<file path="src/slx_pkg.sv">
// Source lexer package: item types, token kinds, lexer modes, byte classes.
// No dependencies; imported by every module of the block.
package slx_pkg;

  localparam int OFFSET_BITS_DEF = 24;
  localparam int LENGTH_BITS_DEF = 16;

  localparam int KIND_W  = 5;
  localparam int START_W = 24;
  localparam int LEN_W   = 16;

  localparam int QUEUE_DEPTH = 4;

  typedef logic [KIND_W-1:0] slx_kind_t;

  localparam slx_kind_t KIND_KEYWORD = 5'd0;
  localparam slx_kind_t KIND_ARROW   = 5'd1;
  localparam slx_kind_t KIND_STRING  = 5'd2;
  localparam slx_kind_t KIND_IDENT   = 5'd3;
  localparam slx_kind_t KIND_INT     = 5'd4;
  localparam slx_kind_t KIND_ASSIGN  = 5'd5;
  localparam slx_kind_t KIND_PLUS    = 5'd6;
  localparam slx_kind_t KIND_MINUS   = 5'd7;
  localparam slx_kind_t KIND_PERCENT = 5'd8;
  localparam slx_kind_t KIND_STAR    = 5'd9;
  localparam slx_kind_t KIND_SLASH   = 5'd10;
  localparam slx_kind_t KIND_COLON   = 5'd11;
  localparam slx_kind_t KIND_COMMA   = 5'd12;
  localparam slx_kind_t KIND_LBRACE  = 5'd13;
  localparam slx_kind_t KIND_RBRACE  = 5'd14;
  localparam slx_kind_t KIND_LBRACK  = 5'd15;
  localparam slx_kind_t KIND_RBRACK  = 5'd16;
  localparam slx_kind_t KIND_LPAREN  = 5'd17;
  localparam slx_kind_t KIND_RPAREN  = 5'd18;
  localparam slx_kind_t KIND_LTEQ    = 5'd19;
  localparam slx_kind_t KIND_LT      = 5'd20;
  localparam slx_kind_t KIND_GTEQ    = 5'd21;
  localparam slx_kind_t KIND_GT      = 5'd22;
  localparam slx_kind_t KIND_ERROR   = 5'd23;

  // keyword slots, also bit positions in the live mask
  localparam logic [1:0] KW_IF     = 2'd0;
  localparam logic [1:0] KW_ELSE   = 2'd1;
  localparam logic [1:0] KW_RETURN = 2'd2;
  localparam int         KW_NUM    = 3;

  typedef struct packed {
    logic [7:0] char_code;
    logic       end_of_input;
  } slx_in_t;

  typedef struct packed {
    slx_kind_t          token_kind;
    logic [START_W-1:0] token_start;
    logic [LEN_W-1:0]   token_length;
    logic               last_of_run;
  } slx_out_t;

  // up to two tokens per byte; vld[1] implies vld[0]
  typedef struct packed {
    logic [1:0] vld;
    slx_out_t   first;
    slx_out_t   second;
  } slx_res_pair_t;

  typedef enum logic [6:0] {
    MODE_IDLE   = 7'b000_0001,
    MODE_WORD   = 7'b000_0010,
    MODE_NUMBER = 7'b000_0100,
    MODE_STRING = 7'b000_1000,
    MODE_MINUS  = 7'b001_0000,
    MODE_LT     = 7'b010_0000,
    MODE_GT     = 7'b100_0000
  } slx_mode_t;

  typedef struct packed {
    logic      hit;
    slx_kind_t kind;
  } slx_op_t;

  function automatic logic is_alpha(input logic [7:0] c);
    return (c >= "a" && c <= "z") || (c >= "A" && c <= "Z") || c == "_";
  endfunction

  function automatic logic is_digit(input logic [7:0] c);
    return c >= "0" && c <= "9";
  endfunction

  function automatic logic is_blank(input logic [7:0] c);
    return c == 8'h20 || c == 8'h0D || c == 8'h0A;
  endfunction

  // single-byte operators and brackets; minus, < and > go through pair modes
  function automatic slx_op_t op_lookup(input logic [7:0] c);
    slx_op_t op;
    op.hit  = 1'b1;
    op.kind = KIND_ERROR;
    case (c)
      "=":     op.kind = KIND_ASSIGN;
      "+":     op.kind = KIND_PLUS;
      "%":     op.kind = KIND_PERCENT;
      "*":     op.kind = KIND_STAR;
      "/":     op.kind = KIND_SLASH;
      ":":     op.kind = KIND_COLON;
      ",":     op.kind = KIND_COMMA;
      "{":     op.kind = KIND_LBRACE;
      "}":     op.kind = KIND_RBRACE;
      "[":     op.kind = KIND_LBRACK;
      "]":     op.kind = KIND_RBRACK;
      "(":     op.kind = KIND_LPAREN;
      ")":     op.kind = KIND_RPAREN;
      default: op.hit  = 1'b0;
    endcase
    return op;
  endfunction

  function automatic logic [2:0] kw_len(input logic [1:0] k);
    logic [2:0] n;
    case (k)
      KW_IF:     n = 3'd2;
      KW_ELSE:   n = 3'd4;
      KW_RETURN: n = 3'd6;
      default:   n = 3'd0;
    endcase
    return n;
  endfunction

  function automatic logic [7:0] kw_char(input logic [1:0] k, input logic [2:0] idx);
    logic [7:0] ch;
    ch = 8'h00;
    case (k)
      KW_IF: begin
        case (idx)
          3'd0:    ch = "i";
          3'd1:    ch = "f";
          default: ch = 8'h00;
        endcase
      end
      KW_ELSE: begin
        case (idx)
          3'd0:    ch = "e";
          3'd1:    ch = "l";
          3'd2:    ch = "s";
          3'd3:    ch = "e";
          default: ch = 8'h00;
        endcase
      end
      KW_RETURN: begin
        case (idx)
          3'd0:    ch = "r";
          3'd1:    ch = "e";
          3'd2:    ch = "t";
          3'd3:    ch = "u";
          3'd4:    ch = "r";
          3'd5:    ch = "n";
          default: ch = 8'h00;
        endcase
      end
      default: ch = 8'h00;
    endcase
    return ch;
  endfunction

endpackage

</file>
<file path="src/slx_step.sv">
// Lexer state registers and the per-byte next-state and token logic.
// Depends on slx_pkg.
module slx_step import slx_pkg::*; #(
  parameter int OFFSET_BITS = OFFSET_BITS_DEF,
  parameter int LENGTH_BITS = LENGTH_BITS_DEF
) (
  input  logic          clk,
  input  logic          rst_n,
  input  logic          fire,
  input  slx_in_t       item,
  output slx_res_pair_t res
);

  localparam logic [OFFSET_BITS-1:0] OFFSET_MAX = '1;
  localparam logic [LENGTH_BITS-1:0] LENGTH_MAX = '1;

  slx_mode_t              mode_r, mode_mid, mode_nxt;
  logic [OFFSET_BITS-1:0] origin_r, origin_mid, origin_nxt;
  logic [LENGTH_BITS-1:0] count_r, count_mid, count_nxt;
  logic [KW_NUM-1:0]      kw_r, kw_mid, kw_nxt;
  logic [OFFSET_BITS-1:0] pos_r, pos_nxt, pos_inc;

  logic [7:0]             c;
  logic                   last;
  logic [LENGTH_BITS-1:0] cnt_inc;
  logic [KW_NUM-1:0]      live, kw_done;

  // token begun from idle
  slx_mode_t              sb_mode;
  logic [LENGTH_BITS-1:0] sb_count;
  logic [KW_NUM-1:0]      sb_kw;
  logic                   sb_hit;
  slx_kind_t              sb_kind;
  slx_op_t                op;

  // a: token closed by this byte, b: single-byte token, f: flush at end
  logic                   a_hit, take_sb, b_hit, f_hit, g_hit;
  slx_kind_t              a_kind, f_kind;
  logic [OFFSET_BITS-1:0] a_start;
  logic [LENGTH_BITS-1:0] a_len, f_len;
  slx_out_t               a_tok, b_tok, f_tok, g_tok;

  assign c       = item.char_code;
  assign last    = item.end_of_input;
  assign pos_inc = (pos_r == OFFSET_MAX) ? pos_r : pos_r + 1'b1;
  assign cnt_inc = (count_r == LENGTH_MAX) ? count_r : count_r + 1'b1;

  always_comb begin
    for (int k = 0; k < KW_NUM; k++) begin
      live[k]    = kw_r[k] && (count_r < LENGTH_BITS'(kw_len(2'(k))))
                   && (c == kw_char(2'(k), count_r[2:0]));
      kw_done[k] = live[k] && (cnt_inc == LENGTH_BITS'(kw_len(2'(k))));
    end
  end

  always_comb begin
    op       = op_lookup(c);
    sb_mode  = MODE_IDLE;
    sb_count = LENGTH_BITS'(1);
    sb_kw    = '0;
    sb_hit   = 1'b0;
    sb_kind  = KIND_ERROR;
    if (is_blank(c)) begin
      sb_count = '0;
    end else if (is_alpha(c)) begin
      sb_mode = MODE_WORD;
      sb_kw   = {c == "r", c == "e", c == "i"};
    end else if (is_digit(c)) begin
      sb_mode = MODE_NUMBER;
    end else if (c == 8'h22) begin
      sb_mode = MODE_STRING;
    end else if (c == "-") begin
      sb_mode = MODE_MINUS;
    end else if (c == "<") begin
      sb_mode = MODE_LT;
    end else if (c == ">") begin
      sb_mode = MODE_GT;
    end else begin
      sb_hit   = 1'b1;
      sb_count = '0;
      sb_kind  = op.hit ? op.kind : KIND_ERROR;
    end
  end

  always_comb begin
    mode_mid   = mode_r;
    origin_mid = origin_r;
    count_mid  = count_r;
    kw_mid     = kw_r;
    a_hit      = 1'b0;
    a_kind     = KIND_ERROR;
    a_start    = origin_r;
    a_len      = count_r;
    take_sb    = 1'b0;
    unique case (mode_r) inside
      MODE_WORD: begin
        if (!(is_alpha(c) || is_digit(c))) begin
          a_hit   = 1'b1;
          a_kind  = KIND_IDENT;
          take_sb = 1'b1;
        end else begin
          count_mid = cnt_inc;
          kw_mid    = live;
          if (|kw_done) begin
            a_hit     = 1'b1;
            a_kind    = KIND_KEYWORD;
            a_len     = cnt_inc;
            mode_mid  = MODE_IDLE;
            count_mid = '0;
            kw_mid    = '0;
          end
        end
      end
      MODE_NUMBER: begin
        if (is_digit(c)) begin
          count_mid = cnt_inc;
        end else begin
          a_hit   = 1'b1;
          a_kind  = KIND_INT;
          take_sb = 1'b1;
        end
      end
      MODE_STRING: begin
        count_mid = cnt_inc;
        if (c == 8'h22) begin
          a_hit     = 1'b1;
          a_kind    = KIND_STRING;
          a_len     = cnt_inc;
          mode_mid  = MODE_IDLE;
          count_mid = '0;
        end
      end
      MODE_MINUS, MODE_LT, MODE_GT: begin
        a_hit = 1'b1;
        if ((mode_r == MODE_MINUS && c == ">") || (mode_r != MODE_MINUS && c == "=")) begin
          a_kind    = (mode_r == MODE_MINUS) ? KIND_ARROW :
                      (mode_r == MODE_LT) ? KIND_LTEQ : KIND_GTEQ;
          a_len     = LENGTH_BITS'(2);
          mode_mid  = MODE_IDLE;
          count_mid = '0;
        end else begin
          a_kind  = (mode_r == MODE_MINUS) ? KIND_MINUS :
                    (mode_r == MODE_LT) ? KIND_LT : KIND_GT;
          a_len   = LENGTH_BITS'(1);
          take_sb = 1'b1;
        end
      end
      default: take_sb = 1'b1;
    endcase
    if (take_sb) begin
      mode_mid   = sb_mode;
      origin_mid = pos_r;
      count_mid  = sb_count;
      kw_mid     = sb_kw;
    end
  end

  assign b_hit = take_sb && sb_hit;

  // end of input closes whatever is still pending after this byte
  always_comb begin
    f_hit  = last;
    f_kind = KIND_ERROR;
    f_len  = count_mid;
    unique case (mode_mid)
      MODE_WORD:   f_kind = KIND_IDENT;
      MODE_NUMBER: f_kind = KIND_INT;
      MODE_STRING: f_kind = KIND_ERROR;
      MODE_MINUS: begin
        f_kind = KIND_MINUS;
        f_len  = LENGTH_BITS'(1);
      end
      MODE_LT: begin
        f_kind = KIND_LT;
        f_len  = LENGTH_BITS'(1);
      end
      MODE_GT: begin
        f_kind = KIND_GT;
        f_len  = LENGTH_BITS'(1);
      end
      default: f_hit = 1'b0;
    endcase
  end

  always_comb begin
    if (last) begin
      mode_nxt   = MODE_IDLE;
      origin_nxt = '0;
      count_nxt  = '0;
      kw_nxt     = '0;
      pos_nxt    = '0;
    end else begin
      mode_nxt   = mode_mid;
      origin_nxt = origin_mid;
      count_nxt  = count_mid;
      kw_nxt     = kw_mid;
      pos_nxt    = pos_inc;
    end
  end

  always_comb begin
    a_tok.token_kind   = a_kind;
    a_tok.token_start  = START_W'(a_start);
    a_tok.token_length = LEN_W'(a_len);
    a_tok.last_of_run  = 1'b0;

    b_tok.token_kind   = sb_kind;
    b_tok.token_start  = START_W'(pos_r);
    b_tok.token_length = LEN_W'(1);
    b_tok.last_of_run  = 1'b1;

    f_tok.token_kind   = f_kind;
    f_tok.token_start  = START_W'(origin_mid);
    f_tok.token_length = LEN_W'(f_len);
    f_tok.last_of_run  = 1'b1;

    // a single-byte token leaves nothing pending, so b and f never meet
    g_hit = b_hit || f_hit;
    g_tok = b_hit ? b_tok : f_tok;

    res.vld    = {a_hit && g_hit, a_hit || g_hit};
    res.first  = a_hit ? a_tok : g_tok;
    res.second = g_tok;
    res.first.last_of_run = !(a_hit && g_hit);
  end

  always_ff @(posedge clk) begin
    if (!rst_n) begin
      mode_r   <= MODE_IDLE;
      origin_r <= '0;
      count_r  <= '0;
      kw_r     <= '0;
      pos_r    <= '0;
    end else if (fire) begin
      mode_r   <= mode_nxt;
      origin_r <= origin_nxt;
      count_r  <= count_nxt;
      kw_r     <= kw_nxt;
      pos_r    <= pos_nxt;
    end
  end

endmodule

</file>
<file path="src/slx_outq.sv">
// Token queue: takes up to two tokens a cycle, hands out one a cycle while out_stall is low.
// Depends on slx_pkg.
module slx_outq import slx_pkg::*; (
  input  logic          clk,
  input  logic          rst_n,
  input  logic          push_en,
  input  slx_res_pair_t push,
  output logic          room,
  output logic          out_valid,
  input  logic          out_stall,
  output slx_out_t      out_data
);

  localparam int PTR_W = $clog2(QUEUE_DEPTH);
  localparam int CNT_W = $clog2(QUEUE_DEPTH + 1);

  slx_out_t         mem_r [QUEUE_DEPTH];
  logic [PTR_W-1:0] wr_r, wr_nxt, rd_r, rd_nxt, wr_second;
  logic [CNT_W-1:0] cnt_r, cnt_nxt, n_push;
  logic             pop;

  assign out_valid = (cnt_r != '0);
  assign out_data  = mem_r[rd_r];
  assign room      = (cnt_r <= CNT_W'(QUEUE_DEPTH - 2));
  assign pop       = out_valid && !out_stall;
  assign wr_second = wr_r + 1'b1;

  always_comb begin
    n_push  = push_en ? (CNT_W'(push.vld[0]) + CNT_W'(push.vld[1])) : '0;
    wr_nxt  = wr_r + PTR_W'(n_push);
    rd_nxt  = pop ? rd_r + 1'b1 : rd_r;
    cnt_nxt = cnt_r + n_push - CNT_W'(pop);
  end

  always_ff @(posedge clk) begin
    for (int i = 0; i < QUEUE_DEPTH; i++) begin
      if (push_en && push.vld[0] && wr_r == PTR_W'(i)) begin
        mem_r[i] <= push.first;
      end else if (push_en && push.vld[1] && wr_second == PTR_W'(i)) begin
        mem_r[i] <= push.second;
      end
    end
  end

  always_ff @(posedge clk) begin
    if (!rst_n) begin
      wr_r  <= '0;
      rd_r  <= '0;
      cnt_r <= '0;
    end else begin
      wr_r  <= wr_nxt;
      rd_r  <= rd_nxt;
      cnt_r <= cnt_nxt;
    end
  end

endmodule

</file>
<file path="src/source_lexer.sv">
// source_lexer: streaming lexer, one source byte per item in, one token per item out
// (uses slx_pkg, slx_step, slx_outq). Bytes are taken one per clock while in_stall is
// low; a byte lands in an input register, and once the queue has room the lexer step
// runs it and drops the zero, one or two tokens it closes into a four-entry token
// queue, which drives out_data. Sustained rate is one byte per cycle for as long as
// bytes close at most one token each and out_stall stays low; a byte that closes two
// tokens (an identifier ended by a bracket, say) queues both while the result port
// hands out one at a time, and in_stall rises while a byte is held and the queue has
// fewer than two free slots.
// Tokens carry kind, start offset and length; offsets saturate at
// 2^OFFSET_BITS-1 and lengths at 2^LENGTH_BITS-1. A byte with end_of_input set
// flushes any pending token and puts the offset back to zero for the next stream.
// last_of_run marks the final token caused by a byte.
module source_lexer import slx_pkg::*; #(
  parameter int OFFSET_BITS = OFFSET_BITS_DEF,
  parameter int LENGTH_BITS = LENGTH_BITS_DEF
) (
  input  logic     clk,
  input  logic     rst_n,
  input  logic     in_valid,
  output logic     in_stall,
  input  slx_in_t  in_data,
  output logic     out_valid,
  input  logic     out_stall,
  output slx_out_t out_data
);

  // input register
  logic          in_vld_r, in_vld_nxt;
  slx_in_t       in_item_r;

  logic          accept;
  logic          advance;
  logic          room;
  slx_res_pair_t res;

  // the held byte moves on only when the queue can take two tokens
  assign advance  = in_vld_r && room;
  assign in_stall = in_vld_r && !room;
  assign accept   = in_valid && !in_stall;

  assign in_vld_nxt = accept || (in_vld_r && !advance);

  always_ff @(posedge clk) begin
    if (!rst_n) begin
      in_vld_r <= 1'b0;
    end else begin
      in_vld_r <= in_vld_nxt;
    end
  end

  // payload needs no reset
  always_ff @(posedge clk) begin
    if (accept) begin
      in_item_r <= in_data;
    end
  end

  // lexer state and token decision for the held byte
  slx_step #(
    .OFFSET_BITS (OFFSET_BITS),
    .LENGTH_BITS (LENGTH_BITS)
  ) u_step (
    .clk   (clk),
    .rst_n (rst_n),
    .fire  (advance),
    .item  (in_item_r),
    .res   (res)
  );

  // token queue doubles as the result register
  slx_outq u_outq (
    .clk       (clk),
    .rst_n     (rst_n),
    .push_en   (advance),
    .push      (res),
    .room      (room),
    .out_valid (out_valid),
    .out_stall (out_stall),
    .out_data  (out_data)
  );

endmodule

</file>
<file path="config.mk">
export PLATFORM = sky130hd
export DESIGN_NAME = source_lexer
export DESIGN_NICKNAME = d
export VERILOG_FILES = /design/src/slx_pkg.sv /design/src/slx_step.sv /design/src/slx_outq.sv /design/src/source_lexer.sv
export SDC_FILE = /design/constraint.sdc
export NUM_CORES = 1
export LEC_CHECK = 0
export BUFFER_PORTS_ARGS = -buffer_cell sky130_fd_sc_hd__buf_4
export CAP_MARGIN = 10
export CORE_MARGIN = 2
export CORE_UTILIZATION = 60
export DETAILED_ROUTE_END_ITERATION = 10
export HOLD_SLACK_MARGIN = 0.02
export MAX_ROUTING_LAYER = met4
export PLACE_DENSITY = 0.75
export SLEW_MARGIN = 20
export SYNTH_ARGS = -nofsm -noshare
export SYNTH_HDL_FRONTEND = slang
export SYNTH_SLANG_ARGS = --single-unit
</file>
<file path="constraint.sdc">
create_clock -name clk -period 6.7 [get_ports clk]
set_input_delay 1.34 -clock clk [delete_from_list [all_inputs] [get_ports clk]]
set_output_delay 1.34 -clock clk [all_outputs]
set_load 0.005 [all_outputs]
</file>
==> metrics.yaml <==
synthesis:
  ys_seq_area_share_pct: 49.2
  ys.flop_type: "edfxtp_1"
  synthCells: 1312
  netlist-cell-type-count: 89
  synthArstFlopShare_pct: 0
  ys_ff_latch: 277
  synth_edf_count: 192
  yosys-top-cells-area: "edfxtp_1, dfxtp_1, mux4_2, mux2_4, o21ai_0"
  syn_avg_cell_area_um2: 11.6
  synth_top_area_cell: "edfxtp_1"
  yosysWarnings: 0
  syn-num-nets: 1338
  netlist_area_um2: 15200
  synth_top_area_share_pct: 38.0
timing:
  relSlewSlack_pct: 35.8
  fin_crit_ps: 6110
  setup_viol: 0
  timing.final.crit_share_pct: 91.2
  rsz0062_at_grt: "false"
  worstMarginPinSlew_ps: 951
  max_freq_ghz: 0.164
  finalHoldViolCount: 0
  setup_ws_ps: 590
  finalSetupTns_ps: 0
  slew_violations: 0
  skew_ps: 12.3
floorplan:
  ioPinCount: 61
  fp-row-count: 58
  die_width_um: 163
  dieArea_um2: 26600
  start_util_pct: 60.6
  coreArea_um2: 25000
  die_h_um: 163
layout:
  fillers: 1880
  final_cell_mix: "edfxtp_1, nand2_1, buf_4, dfxtp_1"
  nets: 1355
  final_common_cell: "edfxtp_1"
  area_growth_pct: 10.4
  layout-drive-gt1-share_pct: 22.2
clock_network:
  cts_tree: "yes"
  hold_buffers: 0
  cts_resized: 0
  numCtsBuffers: 29
  clock_sinks: 277
  clock-root-buffer: "clkbuf_16"
  clk_latency_ps: 560
  clkSlewWorstSetupHoldPaths_ps: 70
  post_cts_buffers: 0
  clockBufferDepth: 3
  htreeDepth: 1
setup_path:
  r2r_slack_ps: 590
  critical_path_class: "flip-flop to flip-flop"
  r2r-start: "u_step.count_r[0]"
  r2r_end: "u_outq.mem_r[0][35]"
  worstPathRequired_ps: 7010
  worstPathMaxFanout: 15
  cp-start-kind: "flip-flop"
  critical_path_arrival_ps: 6420
  cp-end-kind: "flip-flop"
  worstRegToRegCells: 15
global_route:
  antenna_found_initial: 1
  grt_max_degree: 65
  grt_use_met1_pct: 45.0
  overflow: 0
  use_met3_pct: 4.29
  grt_pass1_wl_mm: 61.4
  grt_busiest_layer: "met2"
  track_usage_pct: 31.0
  first_global_vias: 10500
  grtUsageMet2_pct: 46.6
route:
  wire_per_inst_um: 23.8
  wirelength_mm: 40.1
  drc: 0
  drtIter0Drc: 1210
  vias: 11100
  first_pass_iters: 8
  ant_nets: 0
  vias_per_cell: 6.62
outcome:
  outcome: "finished clean"
min_path:
  hold_path.startpoint: "u_step.kw_r[2]"
  min_path_cells: 2
  min_to: "u_step.kw_r[2]"
  hold_class: "flip-flop to flip-flop"
power_and_ir_drop:
  p_leak_nw: 5.87
  power_mw: 4.30
  powerDensity_nw_per_um2: 257
  peakVddDrop_mv: 0.225
placed_design:
  dpl.hpwl_mm: 26.8
  place_ws_ps: 755
  port-buffer-count: 60
  place_congestion: 1.01
run:
  drv_cap: 0
[worst max path at each step]
stage / from / end / slack, ps / depth (start not counted)
2_1_floorplan: u_step.count_r[2] / u_outq.mem_r[1][0] / 970 / 18
3_3_place_gp: u_step.count_r[0] / u_outq.mem_r[0][24] / 1030 / 15
3_5_place_dp: u_step.count_r[0] / u_outq.mem_r[0][35] / 750 / 15
4_1_cts: u_step.count_r[0] / u_outq.mem_r[0][35] / 730 / 15
5_1_grt: u_step.count_r[0] / u_outq.mem_r[0][35] / 290 / 15
6_report: u_step.count_r[0] / u_outq.mem_r[0][35] / 590 / 15
[area by class of cell]
class                      count  area, µm²  share of cell area [%]
antenna                        1       2.50                  0.0149
clock buffer                  37        776                    4.63
clock inverter                17        141                   0.844
inverter                      18       70.1                   0.418
multi-input combinational    916       7200                    42.9
sequential                   277       7470                    44.6
tap                          330        413                    2.46
timing repair buffer          87        691                    4.12
[power by group]
part           switching [mW]  leakage, nW  total [mW]  internal, mW
combinational           0.385         2.88       0.787         0.402
clock                   0.678        0.449        1.54         0.866
sequential             0.0705         2.54        1.97          1.90
total                    1.13         5.87        4.30          3.17
[flip-flops by register name, indices dropped and copies added, names as in the netlist, named ones only]
register and cells:
u_outq.wr_r 2, u_outq.mem_r 184, in_vld_r 1, u_outq.cnt_r 3, in_item_r 9, u_step.count_r 16
u_step.mode_r 7, u_step.a_start 24, u_outq.rd_r 2, u_step.pos_r 24, u_step.kw_r 3
[metal layers]
| layer | vias up | routed length (µm) |
|---|---|---|
| met5 | - | 0 |
| met4 | 0 | 860 |
| met3 | 70 | 3360 |
| met2 | 538 | 18300 |
| met1 | 5501 | 17600 |
| li1 | 5036 | - |
[cells by family after synthesis]
| group | share of synthesized area, % |
|---|---|
| AOI/OAI and AO/OA | 12.7 |
| xor gates and xnor gates | 1.90 |
| adders and majority gates | 1.12 |
| buffers and inverters | 3.60 |
| DFF | 49.2 |
| muxes | 15.2 |
| and+or+nand+nor | 16.3 |
[per-stage QoR]
stage | instances | cell area (µm²) | hold WS, ps | util [%]
floorplan | 1312 | 15200 | 444 | -
global placement | 1628 | 15800 | 463 | 63.3
detailed placement | 1628 | 15800 | 468 | 63.3
CTS | 1682 | 16800 | 480 | 66.9
global route | 1683 | 16800 | 518 | 66.9
finish | 1683 | 16800 | 479 | 66.9
[worst max-delay path: stages, from the launching register on]
cell     delay (ps)
dfxtp_1         680
ha_1            320
nand4_2         340
nor3_1          320
mux2i_1         600
nand4_1         250
nor4_4          440
a41oi_4         410
inv_4           260
ha_1            280
nand2_1         240
nor2_1          390
nor2_8          100
nor2_4          580
buf_4           300
mux2_4          320
[cell usage after synthesis, types with 23 or more instances]
library cell and instances:
nand3_1 30, mux2_4 61, a22o_1 27, o22ai_1 35, nand2_1 97, nor4_1 23
a21oi_1 44, nor3_1 23, nor2b_1 43, a22oi_1 30, dfxtp_1 85, mux4_2 46
clkbuf_1 64, o21ai_0 77, edfxtp_1 192, nor2_1 80
Power figures use the tool's default switching activity.
